File: src/tpc_pkg.sv
// ----------------------------------------------------------------------------
// tpc_pkg: shared types and constants for the triangle plane clipper
// Fixed-point widths, register indexes, pipeline payload structs and the
// shared one-step divide helper.
// ----------------------------------------------------------------------------
package tpc_pkg;

  localparam int COORD_W    = 32;
  localparam int DIFF_W     = COORD_W + 1;          // v - p
  localparam int NORM_FRAC  = 24;                   // unit normal in Q.24
  localparam int QN_W       = NORM_FRAC + 1;        // |nhat| <= 2^24
  localparam int NHAT_W     = QN_W + 1;
  localparam int PROD_W     = NHAT_W + DIFF_W;
  localparam int DIST_W     = PROD_W + 1;           // sum of three products
  localparam int DIV_W      = DIST_W + 1;           // remainder after shift
  localparam int T_FRAC     = 30;                   // t in Q0.30
  localparam int DIV_STAGES = T_FRAC / 2;           // two quotient bits a stage
  localparam int CFG_IDX_W  = 3;

  localparam logic [CFG_IDX_W-1:0] REG_POINT_X  = 3'd0;
  localparam logic [CFG_IDX_W-1:0] REG_POINT_Y  = 3'd1;
  localparam logic [CFG_IDX_W-1:0] REG_POINT_Z  = 3'd2;
  localparam logic [CFG_IDX_W-1:0] REG_NORMAL_X = 3'd3;
  localparam logic [CFG_IDX_W-1:0] REG_NORMAL_Y = 3'd4;
  localparam logic [CFG_IDX_W-1:0] REG_NORMAL_Z = 3'd5;

  // number of inside vertices, as it decides the output shape
  localparam logic [1:0] CNT_NONE = 2'd0;
  localparam logic [1:0] CNT_ONE  = 2'd1;
  localparam logic [1:0] CNT_TWO  = 2'd2;
  localparam logic [1:0] CNT_ALL  = 2'd3;

  typedef logic signed [COORD_W-1:0] coord_t;
  typedef coord_t [2:0]              vec_t;     // [0]=x [1]=y [2]=z
  typedef logic signed [DIFF_W-1:0]  diff_t;
  typedef diff_t [2:0]               dvec_t;
  typedef logic signed [NHAT_W-1:0]  nhat_t;
  typedef logic signed [DIST_W-1:0]  dist_t;

  typedef struct packed {
    logic [1:0]         count;
    logic [COORD_W-1:0] color;
    vec_t [2:0]         w;     // kept vertices: I0, I1 (or v0..v2 when all in)
    dvec_t              da;    // b - a of first crossing edge
    dvec_t              db;    // b - a of second crossing edge
  } clip_t;

  typedef struct packed {
    logic [DIV_W-1:0]  r;
    logic [T_FRAC-1:0] q;
  } qr_t;

  typedef struct packed {
    qr_t              a;
    qr_t              b;
    logic [DIV_W-1:0] dena;
    logic [DIV_W-1:0] denb;
  } div_t;

  function automatic qr_t div_step(qr_t s, logic [DIV_W-1:0] den);
    logic [DIV_W-1:0] sh;
    qr_t              o;
    sh = {s.r[DIV_W-2:0], 1'b0};
    if (sh >= den) begin
      o.r = sh - den;
      o.q = {s.q[T_FRAC-2:0], 1'b1};
    end else begin
      o.r = sh;
      o.q = {s.q[T_FRAC-2:0], 1'b0};
    end
    return o;
  endfunction

endpackage

File: src/tpc_normalizer.sv
// ----------------------------------------------------------------------------
// tpc_normalizer: plane registers and unit-normal sequencer
// Holds the plane point and normal; after reset or any write it squares,
// takes the integer root and divides each component, one bit a cycle.
// ----------------------------------------------------------------------------
module tpc_normalizer import tpc_pkg::*; (
  input  logic                 clk,
  input  logic                 rst,
  input  logic                 cfg_valid,
  output logic                 cfg_ready,
  input  logic [CFG_IDX_W-1:0] cfg_index,
  input  logic [COORD_W-1:0]   cfg_data,
  output vec_t                 point,
  output nhat_t                nhat [3],
  output logic                 busy
);

  localparam logic [1:0] ST_SQ   = 2'd0;
  localparam logic [1:0] ST_ROOT = 2'd1;
  localparam logic [1:0] ST_DIV  = 2'd2;
  localparam logic [1:0] ST_IDLE = 2'd3;

  localparam logic [63:0] ROOT_BIT0 = 64'h4000_0000_0000_0000;

  logic [1:0]         state;
  logic [4:0]         cnt;
  vec_t               normal;
  logic [63:0]        acc;
  logic [63:0]        rem;
  logic [63:0]        root;
  logic [63:0]        sbit;
  logic [63:0]        sq;
  logic [63:0]        trial;
  logic [COORD_W-1:0] len;
  logic [COORD_W:0]   dr  [3];
  logic [COORD_W:0]   dsh [3];
  logic [QN_W-1:0]    dq  [3];

  assign cfg_ready = 1'b1;
  assign busy      = (state != ST_IDLE);
  assign sq        = 64'($signed(normal[cnt[1:0]]) * $signed(normal[cnt[1:0]]));
  assign trial     = root + sbit;
  assign len       = root[COORD_W-1:0];

  always_comb begin
    for (int i = 0; i < 3; i++) begin
      dsh[i]  = (cnt == 5'd0) ? dr[i] : {dr[i][COORD_W-1:0], 1'b0};
      if (len == '0) begin
        nhat[i] = '0;
      end else if (normal[i][COORD_W-1]) begin
        nhat[i] = -NHAT_W'(dq[i]);
      end else begin
        nhat[i] = NHAT_W'(dq[i]);
      end
    end
  end

  always_ff @(posedge clk) begin
    if (rst) begin
      state     <= ST_SQ;
      cnt       <= '0;
      acc       <= '0;
      point     <= '0;
      normal    <= {32'sd65536, 32'sd0, 32'sd0};
    end else if (cfg_valid && cfg_ready) begin
      case (cfg_index)
        REG_POINT_X:  point[0]  <= cfg_data;
        REG_POINT_Y:  point[1]  <= cfg_data;
        REG_POINT_Z:  point[2]  <= cfg_data;
        REG_NORMAL_X: normal[0] <= cfg_data;
        REG_NORMAL_Y: normal[1] <= cfg_data;
        REG_NORMAL_Z: normal[2] <= cfg_data;
        default: ;
      endcase
      state <= ST_SQ;
      cnt   <= '0;
      acc   <= '0;
    end else begin
      case (state)
        ST_SQ: begin
          acc <= acc + sq;
          if (cnt == 5'd2) begin
            state <= ST_ROOT;
            cnt   <= '0;
            rem   <= acc + sq;
            root  <= '0;
            sbit  <= ROOT_BIT0;
          end else begin
            cnt <= cnt + 5'd1;
          end
        end
        ST_ROOT: begin
          if (rem >= trial) begin
            rem  <= rem - trial;
            root <= (root >> 1) + sbit;
          end else begin
            root <= root >> 1;
          end
          sbit <= sbit >> 2;
          if (sbit == 64'd1) begin
            state <= ST_DIV;
            cnt   <= '0;
            for (int i = 0; i < 3; i++) begin
              dr[i] <= normal[i][COORD_W-1] ? {1'b0, COORD_W'(-normal[i])}
                                            : {1'b0, normal[i]};
              dq[i] <= '0;
            end
          end
        end
        ST_DIV: begin
          for (int i = 0; i < 3; i++) begin
            if (dsh[i] >= {1'b0, len}) begin
              dr[i] <= dsh[i] - {1'b0, len};
              dq[i] <= {dq[i][QN_W-2:0], 1'b1};
            end else begin
              dr[i] <= dsh[i];
              dq[i] <= {dq[i][QN_W-2:0], 1'b0};
            end
          end
          if (cnt == 5'(QN_W - 1)) begin
            state <= ST_IDLE;
            cnt   <= '0;
          end else begin
            cnt <= cnt + 5'd1;
          end
        end
        default: ;
      endcase
    end
  end

endmodule

File: config.mk
export PLATFORM = sky130hd
export DESIGN_NAME = tpc_normalizer
export DESIGN_NICKNAME = d
export VERILOG_FILES = /design/src/tpc_pkg.sv /design/src/tpc_normalizer.sv
export SDC_FILE = /design/constraint.sdc
export NUM_CORES = 2
export LEC_CHECK = 0
export ABC_AREA = 1
export BUFFER_PORTS_ARGS = -buffer_cell sky130_fd_sc_hd__buf_2
export CORE_UTILIZATION = 63
export DETAILED_ROUTE_END_ITERATION = 16
export PLACE_DENSITY = 0.85
export SLEW_MARGIN = 20
export SYNTH_ARGS = -nofsm -noshare
export SYNTH_HDL_FRONTEND = slang
export SYNTH_SLANG_ARGS = --single-unit
export TNS_END_PERCENT = 30
File: constraint.sdc
create_clock -name clk -period 14.65 [get_ports clk]
set_input_delay 3.6625 -clock clk [delete_from_list [all_inputs] [get_ports clk]]
set_output_delay 3.6625 -clock clk [all_outputs]
set_load 0.01 [all_outputs]
==> flow_summary.ini <==
[yosys]
synth_warnings = 0
synth_cell_types = 65
async_reset_ff_frac = 0
syn_area_mm2 = 0.08549
synth_ff_type = edfxtp_1
synth-seq-cells = 597
synth_fp_nets = 13280
ys_seq_area_frac = 0.1788
synth_cells = 11630
synth_top_cell_area_share = 0.2653
synth_area_leaders = fa_1 (27%), edfxtp_1 (12%), inv_1 (11%)
synth_edf_count = 333
syn_area_per_cell_um2 = 7.350
synth_area_leader_cell = fa_1

[routing]
num_vias = 81400
viasPerCell = 6.037
wl_per_cell_um = 23.42
drc = 0
drt.antenna.violating_nets = 0
drt-initial-drc-count = 9590
wl_um = 315800
dr.pass1.iters = 8

[worst_setup_path]
critical_path_class = register to register
critPathMaxStageDelay_ns = 1.12
cpMaxStageDelayCell = nand2_2
critPathMaxFanout = 41
start_kind = register
cpMostUsedCell = fa_1
crit_required_ns = 15.22
arrival_ns = 12.04
cp-end-kind = register

[global_route]
met3_usage = 0.1037
grtUsageTotal = 0.4570
top_usage_layer = met2
grt_pass1_wl_um = 472900
grt_pass1_vias = 81780
grt_max_degree = 143
met1_usage = 0.5706
grt_overflow_total = 0
antenna_found_initial = 13
use_met2 = 0.7056

[final_layout]
final_nets = 13290
final_area_mm2 = 0.09075
final_common_cell = inv_1
drive_gt1_frac = 0.04649
n_fill_cell = 11140
most-common-layout-cells = inv_1 (2577), nand2_1 (2393), fa_1 (1133)
syn_to_final_growth_pct = 6.156

[sta]
finalSetupTns_ns = 0
max_freq_ghz = 0.08717
slew_headroom = 0.2190
hold_viol_final = 0
rsz0062_at_grt = no
post-route-min-period_ns = 11.47
setup_viol = 0
report.final.slew_viol_count = 0
fin_skew_ns = 0.06057
period_share = 0.7831
tightest_slew_ns = 1.170

[floorplanning]
core_area_mm2 = 0.1340
dieHeight_um = 370.4
dieArea_mm2 = 0.1372
ios = 214
start_util = 0.6382
die_w_um = 370.4
rows = 134

[clock_network]
clk_latency_ns = 0.72
root_buffer = clkbuf_16
cts_sinks = 597
cts_setup_buffers = 0
cts_buffer_depth = 3
ctsResizeCount = 0
cts_made_buffers = 74
cts_hold_buf = 0
cts.clk_slew.worst_paths_ns = 0.06
cts_tree = built
htreeDepth = 3

[power]
p_leak_nw = 47.74
ir_worst_vdd_mv = 0.3246
powerDensity_mw_per_mm2 = 210.8

[placed_design]
dp_hpwl_um = 253300
place_area_mm2 = 0.08809
port-buffer-count = 212
place.gp.congestion = 1.065

[worst_hold_path]
hold_path.class = register to register

[outcome]
status = complete, no violations

[job]
maxCapViolCount = 0
==> layout make-up <==
class / instances / area [µm²] / area share
Multi-Input combinational cell: 8071 / 59150 / 0.6518
Sequential cell: 597 / 15290 / 0.1684
Inverter: 2603 / 9779 / 0.1078
Tap cell: 1768 / 2212 / 0.02438
Clock buffer: 91 / 2052 / 0.02261
Timing Repair Buffer: 293 / 1689 / 0.01861
Clock inverter: 47 / 549.3 / 0.006052
Antenna cell: 14 / 35.03 / 0.0003860
==> sequential cells by signal, summed over array words and instances, names as in the netlist <==
| name | count |
|---|---|
| point | 96 |
| rem | 64 |
| acc | 64 |
| cnt | 5 |
| dr | 99 |
| dq | 75 |
| normal | 96 |
| sbit | 32 |
| state | 2 |
| root | 64 |
==> metal layers <==
layer  routed length (µm)  share of wire
met5                   77        0.00024
met4                25370          0.080
met1               114700           0.36
met3                35320           0.11
met2               140400           0.44
==> synth_stat cells (52+ instances only) <==
master	number
o21ai_0	796
clkbuf_1	274
nand3_1	467
fa_1	1133
edfxtp_1	333
xnor2_1	107
buf_2	58
nand2_1	2395
ha_1	475
or2_2	59
xor2_1	174
nor3_1	97
nor2_1	1078
inv_1	2584
o21a_1	52
nand4_1	171
a21oi_1	674
dfxtp_1	264
==> worst max-delay path, delay by kind of cell (launching register included) <==
kind	cells	cell delay, ns
and+or+nand+nor	9	3.25
AOI/OAI and AO/OA	3	0.40
adders and majority gates	9	4.65
xor gates and xnor gates	1	0.42
DFF	1	0.41
buffers and inverters	9	2.12
==> worst paths after layout <==
path	start	end	slack, ns	depth (start not counted)
worst min register to register	acc[1]$_SDFFE_PP0N_	acc[1]$_SDFFE_PP0N_	0.47	2
worst min-delay path	acc[1]$_SDFFE_PP0N_	acc[1]$_SDFFE_PP0N_	0.47	2
worst max register to register	cnt[0]$_SDFFE_PP0P_	rem[40]$_DFFE_PP_	3.18	31
worst max-delay path	cnt[0]$_SDFFE_PP0P_	rem[40]$_DFFE_PP_	3.18	31
==> stage by stage <==
step                setup WS (ns)  total power [mW]  utilization  instances  hold WS, ns
floorplan                   3.018             11.70            -      11630       0.4453
global placement            3.523             16.51       0.6574      13330       0.4529
detailed placement          3.544             16.78       0.6575      13330       0.4647
CTS                         3.477             18.83       0.6770      13470       0.4710
global route                2.945             20.41       0.6772      13470       0.4797
finish                      3.178             19.13       0.6775      13480       0.4717
==> power breakdown <==
| part | internal [mW] | leakage (nW) | total, mW | switching [mW] |
|---|---|---|---|---|
| Clock | 1.11 | 1.27 | 1.99 | 0.876 |
| Combinational | 4.68 | 41.3 | 14.8 | 10.1 |
| Sequential | 2.21 | 5.21 | 2.31 | 0.101 |
==> kinds of logic (layout without fill, tap and decap cells) <==
logic type      count (synthesis)  after routing  share of synthesized area
buf+inv                      2964           3034                     0.1315
simple gates                 4373           4373                     0.2112
other cells                     1             15                 0.00004386
flops                         597            597                     0.1788
compound gates               1807           1807                     0.1148
fa+ha+maj                    1608           1608                     0.3348
xor+xnor                      281            281                    0.02879
mux                             1              1                  0.0001171
(Power assumes the default switching activity.)
