$ cat config.mk
export PLATFORM = sky130hd
export DESIGN_NAME = tpc_div_stage
export DESIGN_NICKNAME = d
export VERILOG_FILES = /design/src/tpc_pkg.sv /design/src/tpc_div_stage.sv
export SDC_FILE = /design/constraint.sdc
export NUM_CORES = 1
export LEC_CHECK = 0
export BUFFER_PORTS_ARGS = -buffer_cell sky130_fd_sc_hd__buf_2
export CAP_MARGIN = 20
export CORE_AREA = 2 2 648 650
export DETAILED_ROUTE_END_ITERATION = 7
export DIE_AREA = 0 0 650 652
export PLACE_DENSITY_LB_ADDON = 0.05
export RECOVER_POWER = 100
export SLEW_MARGIN = 20
export SYNTH_ARGS = -nofsm -noshare
export SYNTH_HDL_FRONTEND = slang
export SYNTH_SLANG_ARGS = --single-unit
$ cat constraint.sdc
create_clock -name clk -period 9.7 [get_ports clk]
set_input_delay 0.485 -clock clk [delete_from_list [all_inputs] [get_ports clk]]
set_output_delay 0.485 -clock clk [all_outputs]
set_load 0.01 [all_outputs]
$ cat src/tpc_pkg.sv
// ----------------------------------------------------------------------------
// tpc_pkg: shared types and constants for the triangle plane clipper
// Fixed-point widths, register indexes, pipeline payload structs and the
// shared one-step divide helper.
// ----------------------------------------------------------------------------
package tpc_pkg;

  localparam int COORD_W    = 32;
  localparam int DIFF_W     = COORD_W + 1;          // v - p
  localparam int NORM_FRAC  = 24;                   // unit normal in Q.24
  localparam int QN_W       = NORM_FRAC + 1;        // |nhat| <= 2^24
  localparam int NHAT_W     = QN_W + 1;
  localparam int PROD_W     = NHAT_W + DIFF_W;
  localparam int DIST_W     = PROD_W + 1;           // sum of three products
  localparam int DIV_W      = DIST_W + 1;           // remainder after shift
  localparam int T_FRAC     = 30;                   // t in Q0.30
  localparam int DIV_STAGES = T_FRAC / 2;           // two quotient bits a stage
  localparam int CFG_IDX_W  = 3;

  localparam logic [CFG_IDX_W-1:0] REG_POINT_X  = 3'd0;
  localparam logic [CFG_IDX_W-1:0] REG_POINT_Y  = 3'd1;
  localparam logic [CFG_IDX_W-1:0] REG_POINT_Z  = 3'd2;
  localparam logic [CFG_IDX_W-1:0] REG_NORMAL_X = 3'd3;
  localparam logic [CFG_IDX_W-1:0] REG_NORMAL_Y = 3'd4;
  localparam logic [CFG_IDX_W-1:0] REG_NORMAL_Z = 3'd5;

  // number of inside vertices, as it decides the output shape
  localparam logic [1:0] CNT_NONE = 2'd0;
  localparam logic [1:0] CNT_ONE  = 2'd1;
  localparam logic [1:0] CNT_TWO  = 2'd2;
  localparam logic [1:0] CNT_ALL  = 2'd3;

  typedef logic signed [COORD_W-1:0] coord_t;
  typedef coord_t [2:0]              vec_t;     // [0]=x [1]=y [2]=z
  typedef logic signed [DIFF_W-1:0]  diff_t;
  typedef diff_t [2:0]               dvec_t;
  typedef logic signed [NHAT_W-1:0]  nhat_t;
  typedef logic signed [DIST_W-1:0]  dist_t;

  typedef struct packed {
    logic [1:0]         count;
    logic [COORD_W-1:0] color;
    vec_t [2:0]         w;     // kept vertices: I0, I1 (or v0..v2 when all in)
    dvec_t              da;    // b - a of first crossing edge
    dvec_t              db;    // b - a of second crossing edge
  } clip_t;

  typedef struct packed {
    logic [DIV_W-1:0]  r;
    logic [T_FRAC-1:0] q;
  } qr_t;

  typedef struct packed {
    qr_t              a;
    qr_t              b;
    logic [DIV_W-1:0] dena;
    logic [DIV_W-1:0] denb;
  } div_t;

  function automatic qr_t div_step(qr_t s, logic [DIV_W-1:0] den);
    logic [DIV_W-1:0] sh;
    qr_t              o;
    sh = {s.r[DIV_W-2:0], 1'b0};
    if (sh >= den) begin
      o.r = sh - den;
      o.q = {s.q[T_FRAC-2:0], 1'b1};
    end else begin
      o.r = sh;
      o.q = {s.q[T_FRAC-2:0], 1'b0};
    end
    return o;
  endfunction

endpackage

$ cat src/tpc_div_stage.sv
// ----------------------------------------------------------------------------
// tpc_div_stage: one stage of the pipelined edge-parameter divider
// Two restoring steps for each edge, payload carried along.
// ----------------------------------------------------------------------------
module tpc_div_stage import tpc_pkg::*; (
  input  logic  clk,
  input  logic  rst,
  input  logic  adv,
  input  logic  in_valid,
  input  clip_t in_clip,
  input  div_t  in_div,
  output logic  out_valid,
  output clip_t out_clip,
  output div_t  out_div
);

  div_t nxt;

  always_comb begin
    nxt   = in_div;
    nxt.a = div_step(div_step(in_div.a, in_div.dena), in_div.dena);
    nxt.b = div_step(div_step(in_div.b, in_div.denb), in_div.denb);
  end

  always_ff @(posedge clk) begin
    if (rst) begin
      out_valid <= 1'b0;
    end else if (adv) begin
      out_valid <= in_valid;
    end
  end

  always_ff @(posedge clk) begin
    if (adv) begin
      out_clip <= in_clip;
      out_div  <= nxt;
    end
  end

endmodule

==> impl_metrics.env, run 1 <==
export IMPL_violations="max-capacitance violations, max-slew violations"
export IMPL_cts_resized=0
export IMPL_drt_wirelength_per_cell_um=29.60
export IMPL_post_place_cells=10590
export IMPL_cp_common_cell="o21ai_0"
export IMPL_syn_area_mm2=0.04222
export IMPL_setup_viol=0
export IMPL_period_minus_slack_ns=8.829
export IMPL_yosys_warnings=0
export IMPL_p_total_mw=13.31
export IMPL_syn_inst=3550
export IMPL_finalNetCount=7006
export IMPL_num_io_pins=1653
export IMPL_grt_pass1_vias=41270
export IMPL_antenna_found_initial=200
export IMPL_whs_ns=0.1305
export IMPL_synthArstFlopShare_pct=0
export IMPL_reg2reg_from="out_valid$_SDFFE_PP0P_"
export IMPL_ir_drop_uv=109.7
export IMPL_initial_utilization_pct=10.15
export IMPL_finalHoldViolations=0
export IMPL_htree_num_levels=4
export IMPL_grt_overflow_total=0
export IMPL_grtUsageTotal_pct=15.52
export IMPL_cts_buffers=136
export IMPL_synth_edf_count=824
export IMPL_max_stage_delay_ns=0.90
export IMPL_drive_above_1_share_pct=15.55
export IMPL_skew_ns=0
export IMPL_ff2ff_setup_slack_ns=8.49
export IMPL_ys_seq_area_share_pct=58.66
export IMPL_die_w_um=650
export IMPL_fin_setup_tns_ns=0
export IMPL_post_route_drc_count=0
export IMPL_cp_start_kind="primary input"
export IMPL_rows=237
export IMPL_dieArea_mm2=0.4238
export IMPL_first_iter_violations=2316
export IMPL_clk_path_buf_depth=4
export IMPL_hold_path_startpoint="in_div[297]"
export IMPL_grt_pass1_wl_um=435400
export IMPL_syn_nets=4622
export IMPL_cp_cell_sequence="dlygate4sd3_1 -> clkbuf_1 -> inv_1 -> ha_1 -> nand4_1 -> a211oi_1 -> nor4_1 -> o31ai_1 -> nor2_4 -> inv_2 -> mux2_2 -> ha_1 -> a21oi_1 -> o21ai_0 -> o21ai_0 -> a41o_1 -> nand3_1 -> a41o_1 -> a21oi_2 -> nor2_1 -> a211oi_4 -> clkbuf_4 -> o21ai_0"
export IMPL_worstHoldEndpoint="out_div[299]$_DFFE_PP_"
export IMPL_cts_tree="built"
export IMPL_dp_hpwl_um=293800
export IMPL_yosysUniqueCellTypes=93
export IMPL_cts_sinks=825
export IMPL_insertion_delay_ns=0.80
export IMPL_wl_um=343000
export IMPL_globalplace_congestion=0.8991
export IMPL_slew_violations=663
export IMPL_dr_pass1_iters=5
export IMPL_rsz0062_at_grt="false"
export IMPL_path_clk_slew_ns=0.06
export IMPL_grt_max_degree=138
export IMPL_cts_root_buf="clkbuf_16"
export IMPL_avgSynthCellArea_um2=11.89
export IMPL_status="finished, violations left"
export IMPL_maxClockFrequency_ghz=0.1133
export IMPL_cp_max_fo=64
export IMPL_rr_endpoint="out_valid$_SDFFE_PP0P_"
export IMPL_required_ns=10.16
export IMPL_ys_seq_elements=825
export IMPL_worstSetupPathType="in2reg"
export IMPL_cellPowerDensity_mw_per_mm2=198.4
export IMPL_port_buffers=1646
export IMPL_drtAntennaViolNets=0
export IMPL_area_growth_pct=58.91
export IMPL_cp_arrival_ns=9.29
export IMPL_maxSlewHeadroom_pct=-212.0
export IMPL_p_leak_nw=24.90
export IMPL_final_cells=11590
export IMPL_core_area_mm2=0.4160
export IMPL_reg2reg_depth=3
export IMPL_die_h_um=652
export IMPL_period_share_pct=91.02
export IMPL_tightest_slew_ns=4.679
export IMPL_num_vias=39830
export IMPL_vias_per_cell=3.437
export IMPL_crit_path_end_kind="flip-flop"
export IMPL_maxCapViolCount=10
export IMPL_critPathSlowestCell="clkbuf_4"
export IMPL_hp_class="in2reg"
export IMPL_ys_flop_type="edfxtp_1"
export IMPL_hold_path_cell_count=3
==> cells by family after synthesis <==
family                   Yosys count  share of synthesized area, %
multiplexers                      82                         2.258
flip-flops                       825                         58.66
AND/OR/NAND/NOR                  835                         9.128
XOR/XNOR                         222                         4.606
adder cells (fa/ha/maj)          244                         7.267
AO/OA/AOI/OAI                   1004                         14.87
buffers and inverters            338                         3.210
==> through the flow <==
stage | area (µm²) | worst slack [ns] | util [%]
6_report | 67090 | 0.8714 | 16.13
5_1_grt | 67050 | 0.4011 | 16.12
2_1_floorplan | 42220 | 3.846 | -
3_5_place_dp | 57160 | 0.9740 | 13.74
3_3_place_gp | 57160 | 0.9078 | 13.74
4_1_cts | 68370 | 1.324 | 16.43
==> critical path, delay by kind of cell <==
kind / cells / cell delay, ns
compound gates: 10 / 3.96
fa+ha+maj: 2 / 0.86
buf+inv: 5 / 2.36
mux: 1 / 0.43
simple gates: 5 / 1.08
==> sequential cells by signal, summed over array words and instances (netlist names) <==
register   flops
out_div      304
out_clip     520
out_valid      1
==> layout by cell type (no fill, tap or decap), drive strengths merged, types with 69 or more instances in the layout <==
cell / n
clkbuf: 1192
nand4: 75
a21o: 135
buf: 658
edfxtp: 824
nand2: 289
xnor2: 153
a21oi: 359
o21ai: 212
mux2: 79
nor2: 233
ha: 242
xor2: 69
inv: 204
dlygate4sd3: 702
==> worst max path at each step <==
stage,start,endpoint,slack [ns],cells after the start
CTS,in_div[27],out_div[164]$_DFFE_PP_,1.32,25
floorplan,in_div[1],out_div[164]$_DFFE_PP_,3.85,22
global placement,in_div[1],out_div[164]$_DFFE_PP_,0.91,26
detailed placement,in_div[10],out_div[156]$_DFFE_PP_,0.97,25
global route,in_div[85],out_div[280]$_DFFE_PP_,0.40,25
finish,in_div[81],out_div[280]$_DFFE_PP_,0.87,23
==> area by class of cell <==
type	instances	area [µm²]
fill	47280	348900
sequential	825	24760
multi-input combinational	2387	16060
timing repair buffer	2384	14300
tap	5497	6878
clock buffer	168	3566
inverter	200	753.2
clock inverter	68	618.1
antenna	60	150.1
==> power breakdown <==
group	internal, mW	switching [mW]	total [mW]	leakage (nW)
combinational	1.30	2.55	3.85	14.8
clock	2.83	2.04	4.86	2.03
sequential	4.41	0.182	4.60	8.07
==> metal layers <==
layer  wire [µm]  track usage [%]
met4       17510            5.861
met2      179900            29.47
met3       17060            2.804
met1      128300            16.96
met5         246                0
==> cells in the mapped netlist (14+ instances only) <==
master    number  share of area, %
a211oi_1      23              0.41
inv_1        197               1.8
nand4_1       75               1.1
nand2b_1      17              0.25
a221oi_1      15              0.31
o21bai_1      57               1.0
nand3_1       50              0.59
nand2_1      289               2.6
o21a_1        21              0.37
nor3_1        47              0.56
nor2_1       232               2.1
o211ai_1      15              0.27
or3_1         14              0.21
buf_2         39              0.46
o21ai_0      198               2.3
ha_1         242               7.2
mux2_2        70               1.9
nor2b_1       21              0.31
a31oi_1       39              0.58
edfxtp_1     824                59
a21o_1       135               2.4
o31ai_1       19              0.34
xnor2_1      153               3.2
clkbuf_1      92              0.82
and3_1        31              0.46
xor2_1        69               1.4
a21oi_1      355               4.2
==> timing repair <==
action / CTS / global route
hold buffers: 702 / 0
buffers inserted: 0 / 0
hold endpoints to repair: 701 / 0
No activity file was read; power rests on OpenSTA's default activity.
==> run 2, diff against run 1 <==
- clock period: 9.7 -> 8.4 ns (I/O delays scaled with it)
==> run 2 against run 1 <==
  * The run still ends with max-capacitance violations, max-slew violations left
  * Clock skew unchanged
  * Worst setup slack worse by 0.36 ns
  * Cell count up 0.76%
  * Global-route usage up 0.14 points
  * Critical path depth up 6
  * Non-clock buffer count up 108
  * Sequential power up 15%
  * Via count up 0.99%
  * Worst hold slack worse by 0.0093 ns
  * Sequential share of layout area down 0.43 points
  * Die area unchanged
  * Largest cell class unchanged
  * Highest routed layer unchanged
==> impl_metrics.env, run 2 (synthesis results as in run 1) <==
export IMPL_grt_max_degree=130
export IMPL_crit_path_end_kind="flip-flop"
export IMPL_period_minus_slack_ns=7.888
export IMPL_critPathSlowestCell="nor4_1"
export IMPL_violations="max-capacitance violations, max-slew violations"
export IMPL_path_clk_slew_ns=0.06
export IMPL_htree_num_levels=4
export IMPL_final_cells=11680
export IMPL_grt_pass1_wl_um=440000
export IMPL_layout_commonest_cell="clkbuf_1"
export IMPL_cp_common_cell="buf_4"
export IMPL_num_vias=40220
export IMPL_whs_ns=0.1212
export IMPL_ir_drop_uv=125.7
export IMPL_largest_reg_flops=520
export IMPL_grt_overflow_total=0
export IMPL_dr_pass1_iters=7
export IMPL_port_buffers=1646
export IMPL_required_ns=9.02
export IMPL_hold_path_startpoint="in_div[268]"
export IMPL_die_w_um=650
export IMPL_fin_setup_tns_ns=0
export IMPL_cts_sinks=825
export IMPL_vias_per_cell=3.444
export IMPL_maxCapViolCount=11
export IMPL_globalplace_congestion=0.9305
export IMPL_reg2reg_from="out_valid$_SDFFE_PP0P_"
export IMPL_cp_top_family="buffers and inverters"
export IMPL_wl_um=345400
export IMPL_antenna_found_initial=186
export IMPL_post_route_drc_count=0
export IMPL_dp_hpwl_um=297900
export IMPL_maxClockFrequency_ghz=0.1268
export IMPL_finalNetCount=7112
export IMPL_dieArea_mm2=0.4238
export IMPL_drive_above_1_share_pct=16.96
export IMPL_cts_setup_buffers=0
export IMPL_cts_tree="built"
export IMPL_skew_ns=0
export IMPL_area_growth_pct=60.79
export IMPL_hp_class="in2reg"
export IMPL_drtAntennaViolNets=0
export IMPL_critical_path_buf_inv_count=11
export IMPL_drt_wirelength_per_cell_um=29.58
export IMPL_final_area_mm2=0.06788
export IMPL_max_stage_delay_ns=0.66
export IMPL_finalHoldViolations=0
export IMPL_cellPowerDensity_mw_per_mm2=228.9
export IMPL_crit_start="in_div[1]"
export IMPL_cts_buffers=134
export IMPL_cp_max_fo=49
export IMPL_core_area_mm2=0.4160
export IMPL_reg_top3="out_clip x520, out_div x304, out_valid x1"
export IMPL_period_share_pct=93.90
export IMPL_placed_cell_area_mm2=0.05793
export IMPL_final_cell_mix="1047 x clkbuf_1, 824 x edfxtp_1, 711 x dlygate4sd3_1"
export IMPL_slew_violations=710
export IMPL_grtUsageTotal_pct=15.66
export IMPL_regMostFlops="out_clip"
export IMPL_ff2ff_setup_slack_ns=7.22
export IMPL_first_iter_violations=2363
export IMPL_tightest_slew_ns=4.314
export IMPL_rsz0062_at_grt="false"
export IMPL_status="finished, violations left"
export IMPL_die_h_um=652
export IMPL_maxSlewHeadroom_pct=-187.6
export IMPL_cp_start_kind="primary input"
export IMPL_cp_arrival_ns=8.51
export IMPL_initial_utilization_pct=10.15
export IMPL_setup_viol=0
export IMPL_rows=237
export IMPL_worstSetupPathType="in2reg"
export IMPL_cts_resized=0
export IMPL_clk_path_buf_depth=4
export IMPL_insertion_delay_ns=0.81
export IMPL_num_io_pins=1653
export IMPL_cts_root_buf="clkbuf_16"
export IMPL_grt_pass1_vias=41670
export IMPL_p_leak_nw=25.41
export IMPL_post_place_cells=10690
run 2: changes by cell type in the layout (fill, tap and decap cells not counted), sizes merged:
| cell | previous run | this run |
|---|---|---|
| dlygate4sd3 | 702 | 711 |
| bufinv | 8 | 9 |
| clkbuf | 1192 | 1200 |
| inv | 204 | 205 |
| diode | 60 | 43 |
| clkinv | 53 | 52 |
| buf | 658 | 746 |
| clkinvlp | 3 | 2 |
run 2: final cells by class:
type,instances,area [µm²]
Timing Repair Buffer,2492,15150
Tap cell,5497,6878
Sequential cell,825,24760
Clock buffer,165,3512
Antenna cell,43,107.6
Multi-Input combinational cell,2387,16080
Fill cell,47150,348200
Inverter,200,753.2
Clock inverter,68,643.1
run 2: through the flow:
step | utilization (%) | setup WS [ns] | total power, mW
2_1_floorplan | - | 2.611 | 7.455
5_1_grt | 16.31 | 0.2279 | 16.41
4_1_cts | 16.63 | 0.8114 | 16.21
3_5_place_dp | 13.92 | 0.4801 | 9.941
6_report | 16.32 | 0.5122 | 15.54
3_3_place_gp | 13.92 | 0.3692 | 10.02
run 2: where the power goes:
group	leakage (nW)	switching (mW)	internal, mW	total, mW
combinational	15.3	3.00	1.62	4.62
sequential	8.07	0.213	5.09	5.31
clock	2.02	2.36	3.25	5.61
run 2: path summary, 6_finish.rpt:
kind / cells after the start / endpoint
setup / recovery: 29 / out_div[172]$_DFFE_PP_
hold / removal: 4 / out_div[270]$_DFFE_PP_
setup reg to reg: 3 / out_valid$_SDFFE_PP0P_
hold reg to reg: 3 / out_valid$_SDFFE_PP0P_
run 2: tightest hold or removal path: cells and delay by family:
kind	cells	cell delay, ns
AOI/OAI and AO/OA	1	0.10
buffers and inverters	1	0.09
muxes	1	0.17
and+or+nand+nor	1	0.04
run 2: timing repair:
action / in CTS / in global routing
hold endpoints to repair: 710 / 0
endpoints found under the setup margin: 0 / 0
hold buffers: 711 / 0
run 2: per-layer routing:
| layer | global-route usage (%) | up-vias | share of wire, % |
|---|---|---|---|
| li1 | - | 18390 | - |
| met1 | 17.04 | 19740 | 37 |
| met2 | 29.51 | 1510 | 52 |
| met3 | 2.960 | 535 | 4.9 |
| met4 | 6.389 | 48 | 5.1 |
| met5 | 0 | - | 0.092 |
==> run 3, diff against run 2 <==
- CORE_AREA: 2 2 648 650 -> 10 10 637 639
- DIE_AREA: 0 0 650 652 -> 0 0 647 649
==> run 3 against run 2 <==
  * The run still ends with max-capacitance violations, max-slew violations left
  * Largest cell class unchanged
  * Critical path depth unchanged
  * Die area decreased by 0.92%
  * Global-route usage increased by 0.27 points
  * Total power decreased by 2.5%
  * Routed wire length increased by 1.9%
  * Sequential power about the same
  * Worst hold slack got worse by 0.018 ns
  * Clock skew unchanged
  * Critical endpoint is now out_div[187]$_DFFE_PP_
  * Cell area decreased by 0.91%
==> impl_metrics.env, run 3 (synthesis results as in run 1) <==
export IMPL_cp_max_fo=36
export IMPL_crit_start="in_div[1]"
export IMPL_placed_cell_area_mm2=0.05733
export IMPL_period_minus_slack_ns=7.863
export IMPL_post_route_drc_count=0
export IMPL_vias_per_cell=3.524
export IMPL_cp_start_kind="primary input"
export IMPL_setup_viol=0
export IMPL_slew_violations=500
export IMPL_path_clk_slew_ns=0.08
export IMPL_p_leak_nw=25.19
export IMPL_final_cell_mix="1028 x clkbuf_1, 824 x edfxtp_1, 723 x dlygate4sd3_1"
export IMPL_cts_tree="built"
export IMPL_worst_slack_ns=0.5366
export IMPL_period_share_pct=93.61
export IMPL_fin_setup_tns_ns=0
export IMPL_regMostFlops="out_clip"
export IMPL_pre_cts_ws_ns=0.4919
export IMPL_rows=230
export IMPL_cellPowerDensity_mw_per_mm2=225.3
export IMPL_cp_common_cell="clkbuf_1"
export IMPL_final_area_mm2=0.06727
export IMPL_port_buffers=1646
export IMPL_finalNetCount=7078
export IMPL_hp_class="in2reg"
export IMPL_crit_path_end_kind="flip-flop"
export IMPL_die_w_um=647
export IMPL_htree_num_levels=3
export IMPL_critical_path_buf_inv_count=9
export IMPL_drtAntennaViolNets=0
export IMPL_grt_overflow_total=0
export IMPL_finalHoldViolations=0
export IMPL_grt_pass1_wl_um=446200
export IMPL_cts_resized=0
export IMPL_cts_buffers=125
export IMPL_die_h_um=649
export IMPL_drive_above_1_share_pct=16.66
export IMPL_dp_hpwl_um=304700
export IMPL_maxSlewHeadroom_pct=-174.7
export IMPL_post_place_cells=10380
export IMPL_reg2reg_from="out_valid$_SDFFE_PP0P_"
export IMPL_grt_pass1_vias=41650
export IMPL_violations="max-capacitance violations, max-slew violations"
export IMPL_clk_path_buf_depth=4
export IMPL_final_cells=11400
export IMPL_hold_path_startpoint="in_div[190]"
export IMPL_insertion_delay_ns=0.82
export IMPL_wl_um=351800
export IMPL_core_area_mm2=0.3920
export IMPL_maxCapViolCount=8
export IMPL_num_vias=40170
export IMPL_required_ns=9.03
export IMPL_grt_max_degree=152
export IMPL_cts_setup_buffers=0
export IMPL_max_stage_delay_ns=0.56
export IMPL_first_iter_violations=2471
export IMPL_status="finished, violations left"
export IMPL_globalplace_congestion=0.8558
export IMPL_largest_reg_flops=520
export IMPL_initial_utilization_pct=10.77
export IMPL_cp_top_family="compound AO/OA/AOI/OAI gates"
export IMPL_maxClockFrequency_ghz=0.1272
export IMPL_skew_ns=0
export IMPL_num_io_pins=1653
export IMPL_cts_sinks=825
export IMPL_dr_pass1_iters=5
export IMPL_ir_drop_uv=186.1
export IMPL_rsz0062_at_grt="false"
export IMPL_tightest_slew_ns=4.120
export IMPL_cp_arrival_ns=8.49
export IMPL_worstSetupPathType="in2reg"
export IMPL_critPathSlowestCell="o31ai_2"
export IMPL_antenna_found_initial=213
export IMPL_grtUsageTotal_pct=15.93
export IMPL_area_growth_pct=59.33
export IMPL_cts_root_buf="clkbuf_16"
export IMPL_drt_wirelength_per_cell_um=30.86
export IMPL_reg_top3="out_clip x520, out_div x304, out_valid x1"
export IMPL_layout_commonest_cell="clkbuf_1"
export IMPL_dieArea_mm2=0.4199
[run 3: path summary, 6_finish.rpt]
check             slack (ns)                      to  cells past startpoint
hold reg to reg         1.04  out_valid$_SDFFE_PP0P_                      3
setup reg to reg        7.26  out_valid$_SDFFE_PP0P_                      3
hold / removal          0.10  out_div[192]$_DFFE_PP_                      5
setup / recovery        0.54  out_div[187]$_DFFE_PP_                     29
[run 3: worst min-delay path, stage by stage]
cell and delay [ns]:
buf_2 0.11, nor2_1 0.09, a21oi_1 0.08, nor2_1 0.11
a21oi_1 0.04
[run 3: stage by stage]
step,hold slack (ns),utilization (%),power [mW]
after floorplan,0.4924,-,7.455
after global placement,0.4701,14.63,9.981
after detailed placement,0.4890,14.63,9.899
after CTS,0.002043,17.47,15.80
after global routing,0.07189,17.15,16.03
final,0.1034,17.16,15.15
[run 3: power by group]
group | leakage [nW] | total (mW) | internal (mW) | switching [mW]
Combinational | 15.2 | 4.59 | 1.58 | 3.01
Sequential | 8.07 | 5.30 | 5.09 | 0.208
Clock | 1.87 | 5.26 | 2.99 | 2.28
[run 3: timing repair]
| action | CTS | global route |
|---|---|---|
| endpoints found under the setup margin | 0 | 0 |
| hold buffers | 723 | 0 |
| endpoints found under the hold margin | 765 | 0 |
[run 3: metal layers]
layer | share of wire (%) | up-vias | wire length (µm) | track usage [%]
met5 | 0.076 | - | 268 | 0
met4 | 4.2 | 42 | 14870 | 4.466
met3 | 5.0 | 463 | 17570 | 3.004
met2 | 53 | 1443 | 186600 | 30.85
met1 | 38 | 19850 | 132500 | 17.44
li1 | - | 18370 | - | -
[run 3: area by class of cell]
type | count | area, µm²
fill | 44290 | 324700
sequential | 825 | 24760
multi-input combinational | 2387 | 16080
timing repair buffer | 2467 | 15040
tap | 5220 | 6531
clock buffer | 148 | 3214
inverter | 200 | 753.2
clock inverter | 78 | 691.9
antenna | 76 | 190.2
